==> src/design/thsu_pkg.sv <==
`timescale 1ns / 1ps

package thsu_pkg;

  localparam int unsigned SETTLE_RESET = 100;

  typedef enum logic [4:0] {
    PH_IDLE      = 5'd0,
    PH_START     = 5'd1,
    PH_X_FAST    = 5'd2,
    PH_X_SETTLE1 = 5'd3,
    PH_X_BACKOFF = 5'd4,
    PH_X_SETTLE2 = 5'd5,
    PH_X_SLOW    = 5'd6,
    PH_X_SETTLE3 = 5'd7,
    PH_Y_FAST    = 5'd8,
    PH_Y_SETTLE1 = 5'd9,
    PH_Y_BACKOFF = 5'd10,
    PH_Y_SETTLE2 = 5'd11,
    PH_Y_SLOW    = 5'd12,
    PH_Y_SETTLE3 = 5'd13,
    PH_Z_FAST    = 5'd14,
    PH_Z_SETTLE1 = 5'd15,
    PH_Z_BACKOFF = 5'd16,
    PH_Z_SETTLE2 = 5'd17,
    PH_Z_SLOW    = 5'd18,
    PH_Z_SETTLE3 = 5'd19,
    PH_COMPLETE  = 5'd20,
    PH_FAILED    = 5'd21
  } phase_t;

  localparam logic [1:0] ACT_TICK  = 2'd0;
  localparam logic [1:0] ACT_START = 2'd1;
  localparam logic [1:0] ACT_ABORT = 2'd2;

  localparam logic [1:0] AXIS_X = 2'd0;
  localparam logic [1:0] AXIS_Y = 2'd1;
  localparam logic [1:0] AXIS_Z = 2'd2;

  localparam logic [2:0] SUB_FAST     = 3'd0;
  localparam logic [2:0] SUB_BACKOFF  = 3'd2;
  localparam logic [2:0] SUB_SLOW     = 3'd4;
  localparam logic [2:0] SUB_SETTLE_C = 3'd5;

  localparam logic [2:0] REG_SETTLE  = 3'd0;
  localparam logic [2:0] REG_TIMEOUT = 3'd1;
  localparam logic [2:0] REG_BACK_XY = 3'd2;
  localparam logic [2:0] REG_BACK_Z  = 3'd3;
  localparam logic [2:0] REG_DIR_X   = 3'd4;
  localparam logic [2:0] REG_DIR_Y   = 3'd5;
  localparam logic [2:0] REG_DIR_Z   = 3'd6;

  typedef struct packed {
    logic [15:0] settle_time_ms;
    logic [31:0] state_timeout_ms;
    logic [15:0] backoff_xy_ms;
    logic [15:0] backoff_z_ms;
    logic [2:0]  home_dir;
  } cfg_t;

  typedef struct packed {
    logic [1:0] action;
    logic [2:0] hit;
    logic [2:0] skip;
  } cmd_word_t;

  typedef struct packed {
    logic       jog_active;
    logic [1:0] jog_axis;
    logic       jog_negative;
    logic       jog_slow;
    logic       stop_motion;
    logic       homed_pulse;
    logic       busy_res;
    logic       failed;
    logic [4:0] state_code;
  } res_word_t;

  // first axis from 'from' on that is not skipped
  function automatic phase_t next_axis_phase(logic [1:0] from, logic [2:0] skip);
    phase_t p;
    p = PH_COMPLETE;
    if (from <= AXIS_Z && !skip[2]) p = PH_Z_FAST;
    if (from <= AXIS_Y && !skip[1]) p = PH_Y_FAST;
    if (from == AXIS_X && !skip[0]) p = PH_X_FAST;
    return p;
  endfunction

endpackage

==> src/design/thsu_cmd_if.sv <==
`timescale 1ns / 1ps

interface thsu_cmd_if;
  logic       valid;
  logic       ready;
  logic [1:0] action;
  logic       endstop_x_hit;
  logic       endstop_y_hit;
  logic       endstop_z_hit;
  logic       skip_x;
  logic       skip_y;
  logic       skip_z;

  modport source (
    output valid, action, endstop_x_hit, endstop_y_hit, endstop_z_hit,
           skip_x, skip_y, skip_z,
    input  ready
  );
  modport sink (
    input  valid, action, endstop_x_hit, endstop_y_hit, endstop_z_hit,
           skip_x, skip_y, skip_z,
    output ready
  );
endinterface

==> src/design/thsu_res_if.sv <==
`timescale 1ns / 1ps

interface thsu_res_if;
  logic       valid;
  logic       ready;
  logic       jog_active;
  logic [1:0] jog_axis;
  logic       jog_negative;
  logic       jog_slow;
  logic       stop_motion;
  logic       homed_pulse;
  logic       busy_res;
  logic       failed;
  logic [4:0] state_code;

  modport source (
    output valid, jog_active, jog_axis, jog_negative, jog_slow, stop_motion,
           homed_pulse, busy_res, failed, state_code,
    input  ready
  );
  modport sink (
    input  valid, jog_active, jog_axis, jog_negative, jog_slow, stop_motion,
           homed_pulse, busy_res, failed, state_code,
    output ready
  );
endinterface

==> src/design/thsu_cfg_if.sv <==
`timescale 1ns / 1ps

interface thsu_cfg_if;
  logic        valid;
  logic        ready;
  logic [2:0]  index;
  logic [31:0] data;

  modport source (output valid, index, data, input ready);
  modport sink (input valid, index, data, output ready);
endinterface

==> src/design/thsu_regs.sv <==
`timescale 1ns / 1ps

module thsu_regs (
  input  logic           clk,
  input  logic           rst,
  thsu_cfg_if.sink       cfg,
  output thsu_pkg::cfg_t regs
);
  import thsu_pkg::*;

  assign cfg.ready = 1'b1;

  always_ff @(posedge clk) begin
    if (rst) begin
      regs.settle_time_ms   <= 16'(SETTLE_RESET);
      regs.state_timeout_ms <= '0;
      regs.backoff_xy_ms    <= '0;
      regs.backoff_z_ms     <= '0;
      regs.home_dir         <= '0;
    end else if (cfg.valid) begin
      case (cfg.index)
        REG_SETTLE:  regs.settle_time_ms   <= cfg.data[15:0];
        REG_TIMEOUT: regs.state_timeout_ms <= cfg.data;
        REG_BACK_XY: regs.backoff_xy_ms    <= cfg.data[15:0];
        REG_BACK_Z:  regs.backoff_z_ms     <= cfg.data[15:0];
        REG_DIR_X:   regs.home_dir[0]      <= cfg.data[0];
        REG_DIR_Y:   regs.home_dir[1]      <= cfg.data[0];
        REG_DIR_Z:   regs.home_dir[2]      <= cfg.data[0];
        default: ;
      endcase
    end
  end
endmodule

==> src/design/thsu_core.sv <==
`timescale 1ns / 1ps

module thsu_core (
  input  logic                clk,
  input  logic                rst,
  input  logic                step,
  input  thsu_pkg::cmd_word_t cmd,
  input  thsu_pkg::cfg_t      regs,
  output thsu_pkg::res_word_t res
);
  import thsu_pkg::*;

  phase_t      phase, phase_next;
  logic [31:0] time_in_phase, time_in_phase_next;
  logic        run_active, run_active_next;

  logic [31:0] time_inc;
  logic [4:0]  rel;
  logic [1:0]  axis;
  logic [2:0]  sub;
  logic [15:0] backoff;

  always_ff @(posedge clk) begin
    if (rst) begin
      phase         <= PH_IDLE;
      time_in_phase <= '0;
      run_active    <= 1'b0;
    end else if (step) begin
      phase         <= phase_next;
      time_in_phase <= time_in_phase_next;
      run_active    <= run_active_next;
    end
  end

  assign time_inc = (&time_in_phase) ? time_in_phase : time_in_phase + 32'd1;

  // axis and sub-phase of the axis phases
  always_comb begin
    rel = phase - PH_X_FAST;
    if (rel < 5'd6) begin
      axis = AXIS_X;
      sub  = rel[2:0];
    end else if (rel < 5'd12) begin
      axis = AXIS_Y;
      sub  = 3'(rel - 5'd6);
    end else begin
      axis = AXIS_Z;
      sub  = 3'(rel - 5'd12);
    end
  end

  assign backoff = (axis == AXIS_Z) ? regs.backoff_z_ms : regs.backoff_xy_ms;

  always_comb begin
    phase_next         = phase;
    time_in_phase_next = time_in_phase;
    run_active_next    = run_active;
    res                = '0;

    case (cmd.action)
      ACT_TICK: begin
        if (run_active) begin
          time_in_phase_next = time_inc;
          if (phase != PH_IDLE && phase != PH_FAILED &&
              time_inc > regs.state_timeout_ms) begin
            res.stop_motion = 1'b1;
            phase_next      = PH_FAILED;
            run_active_next = 1'b0;
          end else if (phase == PH_START) begin
            phase_next         = next_axis_phase(AXIS_X, cmd.skip);
            time_in_phase_next = '0;
          end else if (phase == PH_COMPLETE) begin
            run_active_next = 1'b0;
            res.homed_pulse = 1'b1;
            phase_next      = PH_IDLE;
          end else if (phase >= PH_X_FAST && phase < PH_COMPLETE) begin
            case (sub)
              SUB_FAST, SUB_SLOW: begin
                res.jog_active   = 1'b1;
                res.jog_axis     = axis;
                res.jog_negative = regs.home_dir[axis];
                res.jog_slow     = (sub == SUB_SLOW);
                if (cmd.hit[axis]) begin
                  res.stop_motion    = 1'b1;
                  phase_next         = phase_t'(phase + 5'd1);
                  time_in_phase_next = '0;
                end
              end
              SUB_BACKOFF: begin
                res.jog_active   = 1'b1;
                res.jog_axis     = axis;
                res.jog_negative = ~regs.home_dir[axis];
                res.jog_slow     = 1'b1;
                if (time_inc >= {16'd0, backoff}) begin
                  res.stop_motion    = 1'b1;
                  phase_next         = phase_t'(phase + 5'd1);
                  time_in_phase_next = '0;
                end
              end
              SUB_SETTLE_C: begin
                if (time_inc >= {16'd0, regs.settle_time_ms}) begin
                  phase_next         = next_axis_phase(axis + 2'd1, cmd.skip);
                  time_in_phase_next = '0;
                end
              end
              default: begin
                if (time_inc >= {16'd0, regs.settle_time_ms}) begin
                  phase_next         = phase_t'(phase + 5'd1);
                  time_in_phase_next = '0;
                end
              end
            endcase
          end
        end
      end
      ACT_START: begin
        if (!run_active) begin
          phase_next         = PH_START;
          time_in_phase_next = '0;
          run_active_next    = 1'b1;
        end
      end
      ACT_ABORT: begin
        if (run_active) begin
          res.stop_motion = 1'b1;
          phase_next      = PH_FAILED;
          run_active_next = 1'b0;
        end
      end
      default: ;
    endcase

    res.busy_res   = run_active_next;
    res.failed     = (phase_next == PH_FAILED);
    res.state_code = phase_next;
  end
endmodule

==> src/design/three_axis_homing_sequencer_unit.sv <==
`timescale 1ns / 1ps

// Three-axis homing sequencer.
// cmd: one word per tick (action 0), start (1) or abort (2), with endstop
//   levels and skip flags sampled when that word is accepted.
// res: exactly one status word per cmd word, in order: jog command, stop
//   pulse, homed pulse, busy, failed and the phase code after the word.
// cfg: register writes (index, data), always ready; write only while no cmd
//   word is in flight.
// Path: a cmd word is held in an input register, evaluated against the
//   phase/timer state when it advances and presented from the result
//   register, which loads together with the phase/timer state.
// Throughput: one word per cycle while res does not stall; the state update
//   is a single step of compares and a saturating 32-bit timer increment.
// When res stalls, the result register holds and the input register fills,
//   so cmd takes one more word, then ready drops until res moves.
// Reset: phase idle, timer cleared, no run, both registers empty, config
//   registers at their defaults (settle time 100).
module three_axis_homing_sequencer_unit (
  input logic      clk,
  input logic      rst,
  thsu_cmd_if.sink   cmd,
  thsu_res_if.source res,
  thsu_cfg_if.sink   cfg
);
  import thsu_pkg::*;

  cfg_t      regs;
  cmd_word_t in_word;
  logic      in_valid;
  res_word_t res_next;
  res_word_t out_word;
  logic      out_valid;
  logic      advance;

  thsu_regs u_regs (
    .clk  (clk),
    .rst  (rst),
    .cfg  (cfg),
    .regs (regs)
  );

  thsu_core u_core (
    .clk  (clk),
    .rst  (rst),
    .step (advance),
    .cmd  (in_word),
    .regs (regs),
    .res  (res_next)
  );

  assign advance   = in_valid && (!out_valid || res.ready);
  assign cmd.ready = !in_valid || advance;

  always_ff @(posedge clk) begin
    if (rst) begin
      in_valid <= 1'b0;
    end else if (cmd.ready) begin
      in_valid <= cmd.valid;
    end
  end

  always_ff @(posedge clk) begin
    if (cmd.valid && cmd.ready) begin
      in_word.action <= cmd.action;
      in_word.hit    <= {cmd.endstop_z_hit, cmd.endstop_y_hit, cmd.endstop_x_hit};
      in_word.skip   <= {cmd.skip_z, cmd.skip_y, cmd.skip_x};
    end
  end

  always_ff @(posedge clk) begin
    if (rst) begin
      out_valid <= 1'b0;
    end else if (advance) begin
      out_valid <= 1'b1;
    end else if (res.ready) begin
      out_valid <= 1'b0;
    end
  end

  always_ff @(posedge clk) begin
    if (advance) begin
      out_word <= res_next;
    end
  end

  assign res.valid        = out_valid;
  assign res.jog_active   = out_word.jog_active;
  assign res.jog_axis     = out_word.jog_axis;
  assign res.jog_negative = out_word.jog_negative;
  assign res.jog_slow     = out_word.jog_slow;
  assign res.stop_motion  = out_word.stop_motion;
  assign res.homed_pulse  = out_word.homed_pulse;
  assign res.busy_res     = out_word.busy_res;
  assign res.failed       = out_word.failed;
  assign res.state_code   = out_word.state_code;
endmodule

==> src/flat_wrapper.sv <==
// flat-port wrapper written by rule: the top's interface ports become plain ports
module three_axis_homing_sequencer_unit_flat import thsu_pkg::*;
  (clk, rst, cmd_valid, cmd_action, cmd_endstop_x_hit, cmd_endstop_y_hit, cmd_endstop_z_hit, cmd_skip_x, cmd_skip_y, cmd_skip_z, cmd_ready, res_valid, res_jog_active, res_jog_axis, res_jog_negative, res_jog_slow, res_stop_motion, res_homed_pulse, res_busy_res, res_failed, res_state_code, res_ready, cfg_valid, cfg_index, cfg_data, cfg_ready);
  thsu_cmd_if cmd_i ();
  thsu_res_if res_i ();
  thsu_cfg_if cfg_i ();
  input logic clk;
  input logic rst;
  input wire logic [$bits(cmd_i.valid)-1:0] cmd_valid;
  input wire logic [$bits(cmd_i.action)-1:0] cmd_action;
  input wire logic [$bits(cmd_i.endstop_x_hit)-1:0] cmd_endstop_x_hit;
  input wire logic [$bits(cmd_i.endstop_y_hit)-1:0] cmd_endstop_y_hit;
  input wire logic [$bits(cmd_i.endstop_z_hit)-1:0] cmd_endstop_z_hit;
  input wire logic [$bits(cmd_i.skip_x)-1:0] cmd_skip_x;
  input wire logic [$bits(cmd_i.skip_y)-1:0] cmd_skip_y;
  input wire logic [$bits(cmd_i.skip_z)-1:0] cmd_skip_z;
  output wire logic [$bits(cmd_i.ready)-1:0] cmd_ready;
  output wire logic [$bits(res_i.valid)-1:0] res_valid;
  output wire logic [$bits(res_i.jog_active)-1:0] res_jog_active;
  output wire logic [$bits(res_i.jog_axis)-1:0] res_jog_axis;
  output wire logic [$bits(res_i.jog_negative)-1:0] res_jog_negative;
  output wire logic [$bits(res_i.jog_slow)-1:0] res_jog_slow;
  output wire logic [$bits(res_i.stop_motion)-1:0] res_stop_motion;
  output wire logic [$bits(res_i.homed_pulse)-1:0] res_homed_pulse;
  output wire logic [$bits(res_i.busy_res)-1:0] res_busy_res;
  output wire logic [$bits(res_i.failed)-1:0] res_failed;
  output wire logic [$bits(res_i.state_code)-1:0] res_state_code;
  input wire logic [$bits(res_i.ready)-1:0] res_ready;
  input wire logic [$bits(cfg_i.valid)-1:0] cfg_valid;
  input wire logic [$bits(cfg_i.index)-1:0] cfg_index;
  input wire logic [$bits(cfg_i.data)-1:0] cfg_data;
  output wire logic [$bits(cfg_i.ready)-1:0] cfg_ready;
  assign cmd_i.valid = cmd_valid;
  assign cmd_i.action = cmd_action;
  assign cmd_i.endstop_x_hit = cmd_endstop_x_hit;
  assign cmd_i.endstop_y_hit = cmd_endstop_y_hit;
  assign cmd_i.endstop_z_hit = cmd_endstop_z_hit;
  assign cmd_i.skip_x = cmd_skip_x;
  assign cmd_i.skip_y = cmd_skip_y;
  assign cmd_i.skip_z = cmd_skip_z;
  assign cmd_ready = cmd_i.ready;
  assign res_valid = res_i.valid;
  assign res_jog_active = res_i.jog_active;
  assign res_jog_axis = res_i.jog_axis;
  assign res_jog_negative = res_i.jog_negative;
  assign res_jog_slow = res_i.jog_slow;
  assign res_stop_motion = res_i.stop_motion;
  assign res_homed_pulse = res_i.homed_pulse;
  assign res_busy_res = res_i.busy_res;
  assign res_failed = res_i.failed;
  assign res_state_code = res_i.state_code;
  assign res_i.ready = res_ready;
  assign cfg_i.valid = cfg_valid;
  assign cfg_i.index = cfg_index;
  assign cfg_i.data = cfg_data;
  assign cfg_ready = cfg_i.ready;
  three_axis_homing_sequencer_unit u_core (.clk(clk), .rst(rst), .cmd(cmd_i), .res(res_i), .cfg(cfg_i));
endmodule
==> config.mk <==
export PLATFORM = sky130hd
export DESIGN_NAME = three_axis_homing_sequencer_unit_flat
export DESIGN_NICKNAME = d
export VERILOG_FILES = /design/src/design/thsu_pkg.sv /design/src/design/thsu_cmd_if.sv /design/src/design/thsu_res_if.sv /design/src/design/thsu_cfg_if.sv /design/src/design/thsu_regs.sv /design/src/design/thsu_core.sv /design/src/design/three_axis_homing_sequencer_unit.sv /design/src/flat_wrapper.sv
export SDC_FILE = /design/constraint.sdc
export NUM_CORES = 1
export LEC_CHECK = 0
export BUFFER_PORTS_ARGS = -buffer_cell sky130_fd_sc_hd__clkbuf_2
export CAP_MARGIN = 20
export CORE_ASPECT_RATIO = 1.5
export CORE_MARGIN = 2
export CORE_UTILIZATION = 40
export DETAILED_ROUTE_END_ITERATION = 10
export GPL_TIMING_DRIVEN = 0
export PLACE_DENSITY = 0.65
export SETUP_SLACK_MARGIN = 0.1
export SLEW_MARGIN = 20
export SYNTH_ARGS = -nofsm -noshare
export SYNTH_HDL_FRONTEND = slang
export SYNTH_HIERARCHICAL = 1
export SYNTH_SLANG_ARGS = --single-unit
==> constraint.sdc <==
create_clock -name clk -period 14.9 [get_ports clk]
set_input_delay 4.47 -clock clk [delete_from_list [all_inputs] [get_ports clk]]
set_output_delay 4.47 -clock clk [all_outputs]
set_load 0.005 [all_outputs]
# Word-level counts from Yosys, hierarchy flattened
# Cells that the tools add are included.
# word_totals
regBits,145
input_bits,48
output_inout_bits,17
word_cells,155
# classes
n_addsub,6
reduce_logical,34
mux,59
eq_ne,18
order_cmp,10
bitwise_logic,4
# op_table
cell,count
$mux 32,10
$pmux 32 s2,2
$mux 5,17
$ge 32x16->1,2
$add 32x1->32 const B,1
$gt 32x32->1,1
$reduce_and 32->1,1
$pmux 5 s3,2
$mux 16,1
$eq 3x3->1 const B,5
$mux 1,14
$reduce_and 2->1,7
$mux 6,2
$pmux 6 s2,1
$eq 5x5->1 const B,2
$eq 3x2->1 const B,3
$logic_and 1x1->1,8
$mux 7,1
$logic_not 3->1,2
$mux 2,3
$mux 3,2
$reduce_or 6->1,1
$sub 3x3->3 const B,2
$add 5x1->5 const B,1
27 further kinds,40

# Depth between registers and ports, before layout
# Gate-level depths: netlist (run 1).
# depth
ltp_word,19
ltp_mapped,24
mapped_depth_nobuf,22

# Hierarchy
# Netlist (run 1), hierarchy kept.
# by_module_without_submodules
module,area_per_inst_um2,seq_area_each_um2,cells_per_inst,instances
thsu_core,5427.7,760.7,753,1
thsu_regs,3422.0,1661.6,317,1
three_axis_homing_sequencer_unit,764.5,700.7,32,1

# Least setup slack after synthesis (run 1)
# OpenSTA, ideal clock, no wires.
# synth_timing
kind,input to output
from,input res_ready
to,output cmd_ready
t_arrival_ns,4.617
n_path_buf,0
required_ns,10.430
cell_stages,1
path_slack_ns,5.813
path_cell_list,nand3b_4
# synth_via
elab_chain_len,3
# synth_rtl
element,line,rtl
from (decl),flat_wrapper.sv:28,input wire logic [$bits(res_i.ready)-1:0] res_ready;
$logic_or 1x1->1,three_axis_homing_sequencer_unit.sv:52,assign advance = in_valid && (!out_valid || res.ready);
$logic_and 1x1->1,three_axis_homing_sequencer_unit.sv:52,
$logic_or 1x1->1,three_axis_homing_sequencer_unit.sv:53,assign cmd.ready = !in_valid || advance;
to (decl),flat_wrapper.sv:17,output wire logic [$bits(cmd_i.ready)-1:0] cmd_ready;
# No other way between the ends.

# Worst setup path in the final report (run 1)
# Same ends and word-level chain as after synthesis.

==> results of run 1 <==
[cell type report]
class / count / area [um2] / area share (%)
Sequential cell: 145 / 3123 / 28.49
Buffer: 69 / 314.1 / 2.865
Timing Repair Buffer: 63 / 315.3 / 2.876
Clock buffer: 17 / 425.4 / 3.881
Inverter: 64 / 240.2 / 2.192
Clock inverter: 15 / 205.2 / 1.872
Multi-Input combinational cell: 824 / 5939 / 54.18
Tap cell: 319 / 399.1 / 3.641
[layer usage]
| metal | vias to the layer above | part of all wire [%] |
|---|---|---|
| met3 | 75 | 3.4 |
| met1 | 4007 | 38 |
| li1 | 4099 | - |
| met5 | - | 0 |
| met2 | 212 | 54 |
| met4 | 0 | 4.2 |
[through the flow]
stage | util (%) | hold slack [ps] | power (mW) | setup slack, ps | cells
floorplan | - | 448.3 | 0.4764 | 5813 | 1102
global placement | 43.66 | 459.9 | 0.5085 | 5596 | 1484
detailed placement | 43.67 | 461.7 | 0.5097 | 5592 | 1484
CTS | 46.34 | 474.7 | 0.9759 | 5589 | 1516
global route | 46.34 | 492.0 | 0.9997 | 5564 | 1516
finish | 46.34 | 472.8 | 0.9652 | 5589 | 1516
[power by group through the flow]
stage	Clock (mW)	Sequential, mW	Combinational, mW
2_1_floorplan	0	0.419	0.0577
3_3_place_gp	0	0.419	0.0890
3_5_place_dp	0	0.420	0.0898
4_1_cts	0.475	0.411	0.0901
5_1_grt	0.489	0.412	0.0990
6_report	0.464	0.411	0.0903
[worst max-delay path, cell delays in order]
cell and delay [ps]:
clkbuf_2 90, nand3b_4 160, clkbuf_2 120
[registers in the layout (all words and copies together) (netlist names), 2 cells and up]
register                     count
u_core/res.jog_axis              2
u_core/in_word                   8
u_core/res.state_code            5
u_core/u_core/time_in_phase     32
u_core/u_core/phase              5
u_core/u_regs/regs              83
[placed cells by master, fill, tap and decap left out, types with 21 or more instances in the layout]
cell type / instances
nand2b_1: 125
dfxtp_1: 123
mux2i_1: 109
ha_1: 74
nor2_1: 72
inv_1: 64
clkbuf_2: 63
nand2_1: 56
clkbuf_1: 45
a21oi_1: 38
o21ai_0: 35
nand3_1: 35
nand4_1: 32
nor3_1: 23
a22oi_1: 23
edfxtp_1: 22
xnor2_1: 21
[logic make-up (layout without fill, tap and decap cells)]
group	after synthesis	after routing
simple gates	423	423
xor+xnor	29	29
flops	145	145
compound gates	187	187
buf+inv	133	228
mux	110	110
fa+ha+maj	74	74
other cells	1	1
[path summary, 6_finish.rpt]
check	startpoint	to	slack [ps]	depth (start not counted)
max reg2reg	u_core/u_core/time_in_phase[1]$_SDFFE_PP0P_	u_core/res.failed$_DFFE_PP_	8490	22
min reg2reg	u_core/u_regs/regs[59]$_SDFFE_PP0P_	u_core/u_regs/regs[59]$_SDFFE_PP0P_	470	2
min	u_core/u_regs/regs[59]$_SDFFE_PP0P_	u_core/u_regs/regs[59]$_SDFFE_PP0P_	470	2
max	res_ready	cmd_ready	5590	3
==> impl_metrics.yaml, run 1 <==
synth:
  synth_nets: 1224
  ys_ff_latch: 145
  yosys.area_share.adder_pct: 9.630
  synth_compound_area_share_pct: 13.07
  ys.flop_type: "dfxtp_1"
  post-synth-top-count-cell: "nand2b_1"
  ys_types: 83
  synth_top_family_by_area: "simple AND/OR/NAND/NOR gates"
  yosys-top-cells-count: "nand2b_1, dfxtp_1, mux2i_1"
  muxShareOfSynthArea_pct: 11.47
  syn-instance-count: 1102
  synthXorXnorAreaFrac_pct: 2.642
  yosys.area.top_type_share_pct: 25.61
  synth-simple-area-share_pct: 24.91
  synth-seq-area-share_pct: 32.48
  async_reset_ff_share_pct: 0
  netlist_area_um2: 9614
  postSynthAreaPerCell_um2: 8.724
  synth_edf_count: 22
  yosys_warnings: 6
  synth_top_area_cell: "dfxtp_1"
  synth_area_leaders: "dfxtp_1, mux2i_1, ha_1, nand2b_1, edfxtp_1"
setup_path:
  arrival_ps: 4840
  critPathKind: "in2out"
  end_kind: "primary output"
  crit_required_ps: 10430
  startpoint_type: "input port"
  crit_fanout: 3
sta:
  finalSetupTns_ps: 0
  timing.fmax_mhz: 107.4
  post-route-period-util_pct: 62.49
  final_max_slew_viol_count: 0
  fin_crit_ps: 9311
  worst_slew_pin_slew_ps: 1088
  skew_ps: 10.71
  hold_violations: 0
  setup_viol: 0
  rsz0062_at_grt: "false"
  slew-limit-headroom_pct: 27.48
clock_network:
  clock-sinks: 145
  clkTransAtPathRegs_ps: 60
  postCtsHoldBufs: 0
  clock_path_buffers: 2
  clk_latency_ps: 440
  cts_buffers: 17
  cts_setup_buffers: 0
  cts_tree: "yes"
  clock_tree.root_cell: "clkbuf_16"
  cts_max_level: 4
  cts_resized: 0
global_routing:
  use_met3_pct: 3.422
  grt_usage_pct: 22.39
  met1_usage_pct: 24.08
  grt_pass1_vias: 8329
  antenna_found_initial: 0
  grt_pass1_wl_mm: 43.74
  use_met2_pct: 41.49
  grt_busiest_layer: "met2"
  grt_start_max_net_pins: 17
  grt_overflow: 0
detailed_routing:
  drt-total-wl_mm: 27.50
  routedWlPerCell_um: 18.14
  drc: 0
  antenna_left: 0
  first_iter_violations: 451
  vias_per_cell: 5.536
  vias: 8393
  drt_first_pass_iters: 7
power:
  p_comb_share_pct: 9.4
  power.switching_mw: 0.2515
  powerDensity_nw_per_um2: 88.05
  clockPowerShare_pct: 48.1
  ir_drop_mv: 0.08086
  sequentialPowerShare_pct: 42.6
  switching_share_pct: 26.06
  intPower_mw: 0.7137
  power_leakage_nw: 4.504
layout:
  fillers: 2386
  drive_above_1_share_pct: 12.03
  area_delta_synth_final_pct: 14.02
  nets: 1306
  fin_area_um2: 10960
  diodes: 0
flow_run:
  maxCapViolCount: 0
floorplan:
  dieArea_um2: 25320
  io_pins: 65
  die_h_um: 193.9
  num_rows: 69
  fp.dieW_um: 130.6
  coreArea_um2: 23660
  initial_core_util_pct: 40.64
outcome:
  outcome: "finished, final reports clean"
placement:
  dpl-instance-area_um2: 10330
  gp_congestion: 0.9275
  hpwl_mm: 21.59
  port_buffers: 63
hold_path:
  min_path_type: "reg2reg"
No activity file was read; power rests on OpenSTA's default activity.
==> run 2, diff against run 1 <==
PLACE_DENSITY = 0.67   (was 0.65)
clock period = 8.3 ns   (was 14.9 ns; I/O delays follow)
==> impl_metrics.yaml, run 2 (synthesized netlist as in run 1, its figures left out) <==
power:
  power_leakage_nw: 4.469
  ir_drop_mv: 0.1318
  powerDensity_nw_per_um2: 152.3
  finalPower_mw: 1.661
floorplan:
  num_rows: 69
  fp.dieW_um: 130.6
  coreArea_um2: 23660
  io_pins: 65
  die_h_um: 193.9
  initial_core_util_pct: 40.64
  dieArea_um2: 25320
sta:
  final_max_slew_viol_count: 0
  hold_violations: 0
  hold_ws_ps: 475.1
  post-route-period-util_pct: 76.18
  finalSetupTns_ps: 0
  worst_slew_pin_slew_ps: 1124
  timing.final.ws_setup_ps: 1977
  fin_crit_ps: 6323
  rsz0062_at_grt: "false"
  timing.fmax_mhz: 158.2
  setup_viol: 0
  skew_ps: 10.35
  slew-limit-headroom_pct: 25.08
layout:
  utilization_pct: 46.12
  area_delta_synth_final_pct: 13.47
  largest_reg_flops: 83
  fillers: 2354
  layout_common_cells: "nand2b_1, dfxtp_1, mux2i_1"
  fin_area_um2: 10910
  reg.largest.list: "u_core/u_regs/regs (83), u_core/u_core/time_in_phase (32), u_core/in_word (8)"
  nets: 1306
  final_common_cell: "nand2b_1"
  drive_above_1_share_pct: 11.95
  fin_cells: 1516
  largest_register: "u_core/u_regs/regs"
  diodes: 0
detailed_routing:
  drc: 0
  drt-total-wl_mm: 27.01
  routedWlPerCell_um: 17.82
  wl_met1_mm: 10.89
  antenna_left: 0
  first_iter_violations: 508
  wl_met2_mm: 14.23
  vias_per_cell: 5.533
  vias: 8388
  dr.max_layer_used: "met4"
  drt_first_pass_iters: 5
  met3_length_um: 820
clock_network:
  postCtsHoldBufs: 0
  cts_max_level: 4
  clock-sinks: 145
  cts_resized: 0
  clkTransAtPathRegs_ps: 70
  cts_tree: "yes"
  clock_path_buffers: 2
  clk_latency_ps: 440
  cts_buffers: 17
  clock_tree.root_cell: "clkbuf_16"
  cts_setup_buffers: 0
global_routing:
  grt_overflow: 0
  antenna_found_initial: 0
  grt_start_max_net_pins: 17
  grt_pass1_vias: 8169
  grt_usage_pct: 21.77
  grt_pass1_wl_mm: 42.73
flow_run:
  maxCapViolCount: 0
setup_path:
  startpoint_type: "flip-flop"
  crit_fanout: 10
  critPathKind: "reg2reg"
  arrival_ps: 6690
  end_kind: "flip-flop"
  crit_required_ps: 8670
hold_path:
  min_path_type: "reg2reg"
placement:
  dpl-instance-area_um2: 10330
  hpwl_mm: 21.19
  gp_congestion: 0.9394
  preCtsSetupSlack_ps: 1993
  port_buffers: 63
  post-place-cells: 1484
outcome:
  outcome: "finished, final reports clean"
[run 2: changes by cell type in the layout (fill, tap and decap cells not counted), moves of 2 or more]
| cell | change |
|---|---|
| clkinv_2 | +2 |
| inv_6 | -4 |
| clkinvlp_4 | +3 |
| inv_8 | -3 |
| bufinv_16 | -2 |
[run 2: worst paths after layout]
path / startpoint / endpoint / slack [ps] / depth (start not counted)
worst max register to register: u_core/u_core/phase[2]$_SDFFE_PP0P_ / u_core/u_core/time_in_phase[28]$_SDFFE_PP0P_ / 1980 / 20
worst min-delay path: u_core/u_regs/regs[64]$_SDFFE_PP0P_ / u_core/u_regs/regs[64]$_SDFFE_PP0P_ / 480 / 2
worst min register to register: u_core/u_regs/regs[64]$_SDFFE_PP0P_ / u_core/u_regs/regs[64]$_SDFFE_PP0P_ / 480 / 2
worst max-delay path: u_core/u_core/phase[2]$_SDFFE_PP0P_ / u_core/u_core/time_in_phase[28]$_SDFFE_PP0P_ / 1980 / 20
[run 2: worst max-delay path, stage by stage, from the launching register on]
cell       delay, ps
dfxtp_1          490
clkbuf_1         440
inv_1            300
ha_1             380
o21bai_1          90
a21o_1           240
nor2_2           600
clkbuf_1         690
mux2i_1          170
ha_1             230
a2111oi_0        310
o21ai_0          200
a221oi_1         450
o31ai_1          260
a2bb2oi_1        210
o21ai_1          130
a21oi_1          120
nor3_4           350
buf_2            350
a22oi_1          120
nor2_1           110
[run 2: area by class of cell]
| class | count | area [um2] | share of cell area [%] |
|---|---|---|---|
| multi-input combinational | 824 | 5939 | 54.44 |
| sequential | 145 | 3123 | 28.63 |
| clock buffer | 19 | 454.2 | 4.163 |
| tap | 319 | 399.1 | 3.659 |
| timing repair buffer | 63 | 315.3 | 2.890 |
| buffer | 69 | 314.1 | 2.879 |
| inverter | 64 | 240.2 | 2.202 |
| clock inverter | 13 | 123.9 | 1.135 |
[run 2: per-layer routing]
| layer | track usage, % | vias up |
|---|---|---|
| li1 | - | 4116 |
| met1 | 24.29 | 4004 |
| met5 | 0 | - |
| met3 | 3.063 | 65 |
| met2 | 39.62 | 203 |
| met4 | 10.48 | 0 |
[run 2: power breakdown]
part / switching (mW) / internal (mW) / leakage [nW]
Sequential: 0.00905 / 0.729 / 1.21
Clock: 0.327 / 0.434 / 0.278
Combinational: 0.0979 / 0.0634 / 2.98
==> run 3, diff against run 2 <==
ABC_AREA = 1   (was default)
PLACE_DENSITY = 0.65   (was 0.67)
clock period = 6.4 ns   (was 8.3 ns; I/O delays follow)
==> impl_metrics.yaml, run 3 <==
outcome:
  outcome: "finished, final reports clean"
detailed_routing:
  vias: 9309
  first_iter_violations: 556
  drc: 0
  drt-total-wl_mm: 27.02
  antenna_left: 0
  drt_first_pass_iters: 5
  vias_per_cell: 4.946
  routedWlPerCell_um: 14.36
global_routing:
  grt_pass1_wl_mm: 43.60
  grt_start_max_net_pins: 17
  grt_usage_pct: 22.02
  antenna_found_initial: 0
  grt_pass1_vias: 8990
  grt_overflow: 0
floorplan:
  num_rows: 69
  dieArea_um2: 25330
  fp.dieW_um: 130.6
  io_pins: 65
  coreArea_um2: 23660
  die_h_um: 193.9
  initial_core_util_pct: 40.67
sta:
  setup_viol: 0
  rsz0062_at_grt: "false"
  slew-limit-headroom_pct: 44.62
  finalSetupTns_ps: 0
  timing.final.ws_setup_ps: 665.6
  final_max_slew_viol_count: 0
  hold_violations: 0
  worst_slew_pin_slew_ps: 830.7
  post-route-period-util_pct: 89.60
  skew_ps: 13.56
  fin_crit_ps: 5734
  timing.fmax_mhz: 174.4
synth:
  synth_top_family_by_area: "simple AND/OR/NAND/NOR gates"
  synthXorXnorAreaFrac_pct: 1.821
  netlist_area_um2: 9620
  synth_compound_area_share_pct: 7.179
  yosys_warnings: 6
  synth-simple-area-share_pct: 37.25
  yosys-top-cells-count: "nand2_1, nor2_1, inv_1"
  postSynthAreaPerCell_um2: 6.553
  synth_nets: 1590
  syn-instance-count: 1468
  async_reset_ff_share_pct: 0
  synth_edf_count: 22
  post-synth-top-count-cell: "nand2_1"
  ys_ff_latch: 145
  muxShareOfSynthArea_pct: 1.678
  synth-seq-area-share_pct: 32.46
  yosys.area.top_type_share_pct: 25.60
  synth_top_area_cell: "dfxtp_1"
  yosys.area_share.adder_pct: 9.624
  synth_area_leaders: "dfxtp_1, nand2_1, nor2_1, ha_1, nand3_1"
  ys.flop_type: "dfxtp_1"
  ys_types: 40
setup_path:
  r2r-end: "u_core/u_core/time_in_phase[2]$_SDFFE_PP0P_"
  ff2ff_path_depth: 32
  startpoint_type: "flip-flop"
  cp.depth: 32
  r2r-start: "u_core/u_core/phase[1]$_SDFFE_PP0P_"
  critPathKind: "reg2reg"
  regToRegSetupSlack_ps: 670
  crit_required_ps: 6750
  crit_fanout: 10
  crit_start: "u_core/u_core/phase[1]$_SDFFE_PP0P_"
  crit_end: "u_core/u_core/time_in_phase[2]$_SDFFE_PP0P_"
  crit_path_frequent_cell: "nand2_1"
  arrival_ps: 6080
  critPathTopFamily: "buffers and inverters"
  critPathBufInv: 5
  cp_slowest_cell: "buf_1"
  end_kind: "flip-flop"
  max_stage_delay_ps: 650
flow_run:
  maxCapViolCount: 0
layout:
  reg.largest.list: "u_core/u_regs/regs (83), u_core/u_core/time_in_phase (32), u_core/in_word (8)"
  area_delta_synth_final_pct: 13.79
  nets: 1673
  layout_common_cells: "nand2_1, nor2_1, inv_1"
  largest_reg_flops: 83
  final_common_cell: "nand2_1"
  largest_register: "u_core/u_regs/regs"
  utilization_pct: 46.28
  diodes: 0
  fillers: 2555
  drive_above_1_share_pct: 10.88
placement:
  hpwl_mm: 21.80
  preCtsSetupSlack_ps: 465.5
  port_buffers: 63
  gp_congestion: 0.9334
hold_path:
  worstHoldPathCells: 2
  min_path_type: "reg2reg"
clock_network:
  cts_buffers: 17
  postCtsHoldBufs: 0
  clock_tree.root_cell: "clkbuf_16"
  clkTransAtPathRegs_ps: 60
  clock-sinks: 145
  cts_max_level: 4
  cts_setup_buffers: 0
  cts_tree: "yes"
  clk_latency_ps: 430
  clock_path_buffers: 2
power:
  powerDensity_nw_per_um2: 215.4
  ir_drop_mv: 0.1688
  power_leakage_nw: 5.188
run 3: cell types whose count changed in the layout (fill, tap and decap cells not counted), sizes merged, moves of 25 or more:
cell,before,now
a21oi,39,81
clkbuf,127,100
inv,69,179
mux2i,109,15
nand2,56,420
nand2b,125,0
nand3,35,142
nand4,33,8
nor2,73,272
run 3: worst min-delay path by stage:
stage | from | to | slack [ps]
floorplan | u_core/u_regs/regs[69]$_SDFFE_PP1P_ | u_core/u_regs/regs[69]$_SDFFE_PP1P_ | 440
global placement | u_core/u_regs/regs[72]$_SDFFE_PP1P_ | u_core/u_regs/regs[72]$_SDFFE_PP1P_ | 450
detailed placement | u_core/u_regs/regs[73]$_SDFFE_PP1P_ | u_core/u_regs/regs[73]$_SDFFE_PP1P_ | 460
CTS | u_core/u_regs/regs[69]$_SDFFE_PP1P_ | u_core/u_regs/regs[69]$_SDFFE_PP1P_ | 480
global route | u_core/u_regs/regs[40]$_SDFFE_PP0P_ | u_core/u_regs/regs[40]$_SDFFE_PP0P_ | 500
finish | u_core/u_regs/regs[49]$_SDFFE_PP0P_ | u_core/u_regs/regs[49]$_SDFFE_PP0P_ | 480
run 3: per-stage QoR:
step	cell area [um2]	hold WS (ps)	power, mW	std cells
final	10950	478.5	2.358	1882
after global routing	10950	500.0	2.463	1882
after CTS	10950	482.4	2.374	1882
after detailed placement	10350	462.7	1.363	1851
after global placement	10330	453.5	1.357	1850
after floorplan	9620	441.7	1.249	1468
run 3: logic make-up (layout without fill, tap and decap cells):
group / count (synthesis) / count (layout)
adders and majority gates: 74 / 74
and+or+nand+nor: 858 / 858
xor gates and xnor gates: 20 / 20
other: 1 / 1
DFF: 145 / 145
buffers and inverters: 230 / 325
AOI/OAI and AO/OA: 124 / 124
muxes: 16 / 16
run 3: layer usage:
| layer | share of wire (%) | vias up | wire [um] | GRT usage, % |
|---|---|---|---|---|
| met5 | 0 | - | 0 | 0 |
| met1 | 40 | 4243 | 10740 | 23.77 |
| met3 | 3.0 | 60 | 815 | 3.394 |
| met4 | 3.4 | 0 | 909 | 9.456 |
| met2 | 54 | 188 | 14560 | 41.32 |
| li1 | - | 4818 | - | - |
run 3: repair_timing:
action                     CTS  global route
hold endpoints to repair     0             0
resized for setup            0             1
setup endpoints to repair    0            31
run 3: worst reg2reg max path, delay by kind of cell, from the launching register on:
| family | cells | cell delay [ps] |
|---|---|---|
| DFF | 1 | 590 |
| xor gates and xnor gates | 1 | 220 |
| AOI/OAI and AO/OA | 5 | 1160 |
| adders and majority gates | 2 | 530 |
| and+or+nand+nor | 19 | 1430 |
| buffers and inverters | 5 | 1740 |
run 3: area by class of cell:
class	instances	area [um2]	share of cell area (%)
plain buffers	54	297.8	2.720
inverters	176	660.6	6.035
well taps	319	399.1	3.646
multi-input cells	1093	5544	50.65
clock buffers	20	467.9	4.275
flip-flops and latches	145	3123	28.53
repair buffers	64	326.6	2.983
clock inverters	11	127.6	1.166
run 3: where the power goes:
part | switching [mW] | internal (mW)
Sequential | 0.0157 | 0.955
Clock | 0.403 | 0.608
Combinational | 0.252 | 0.124
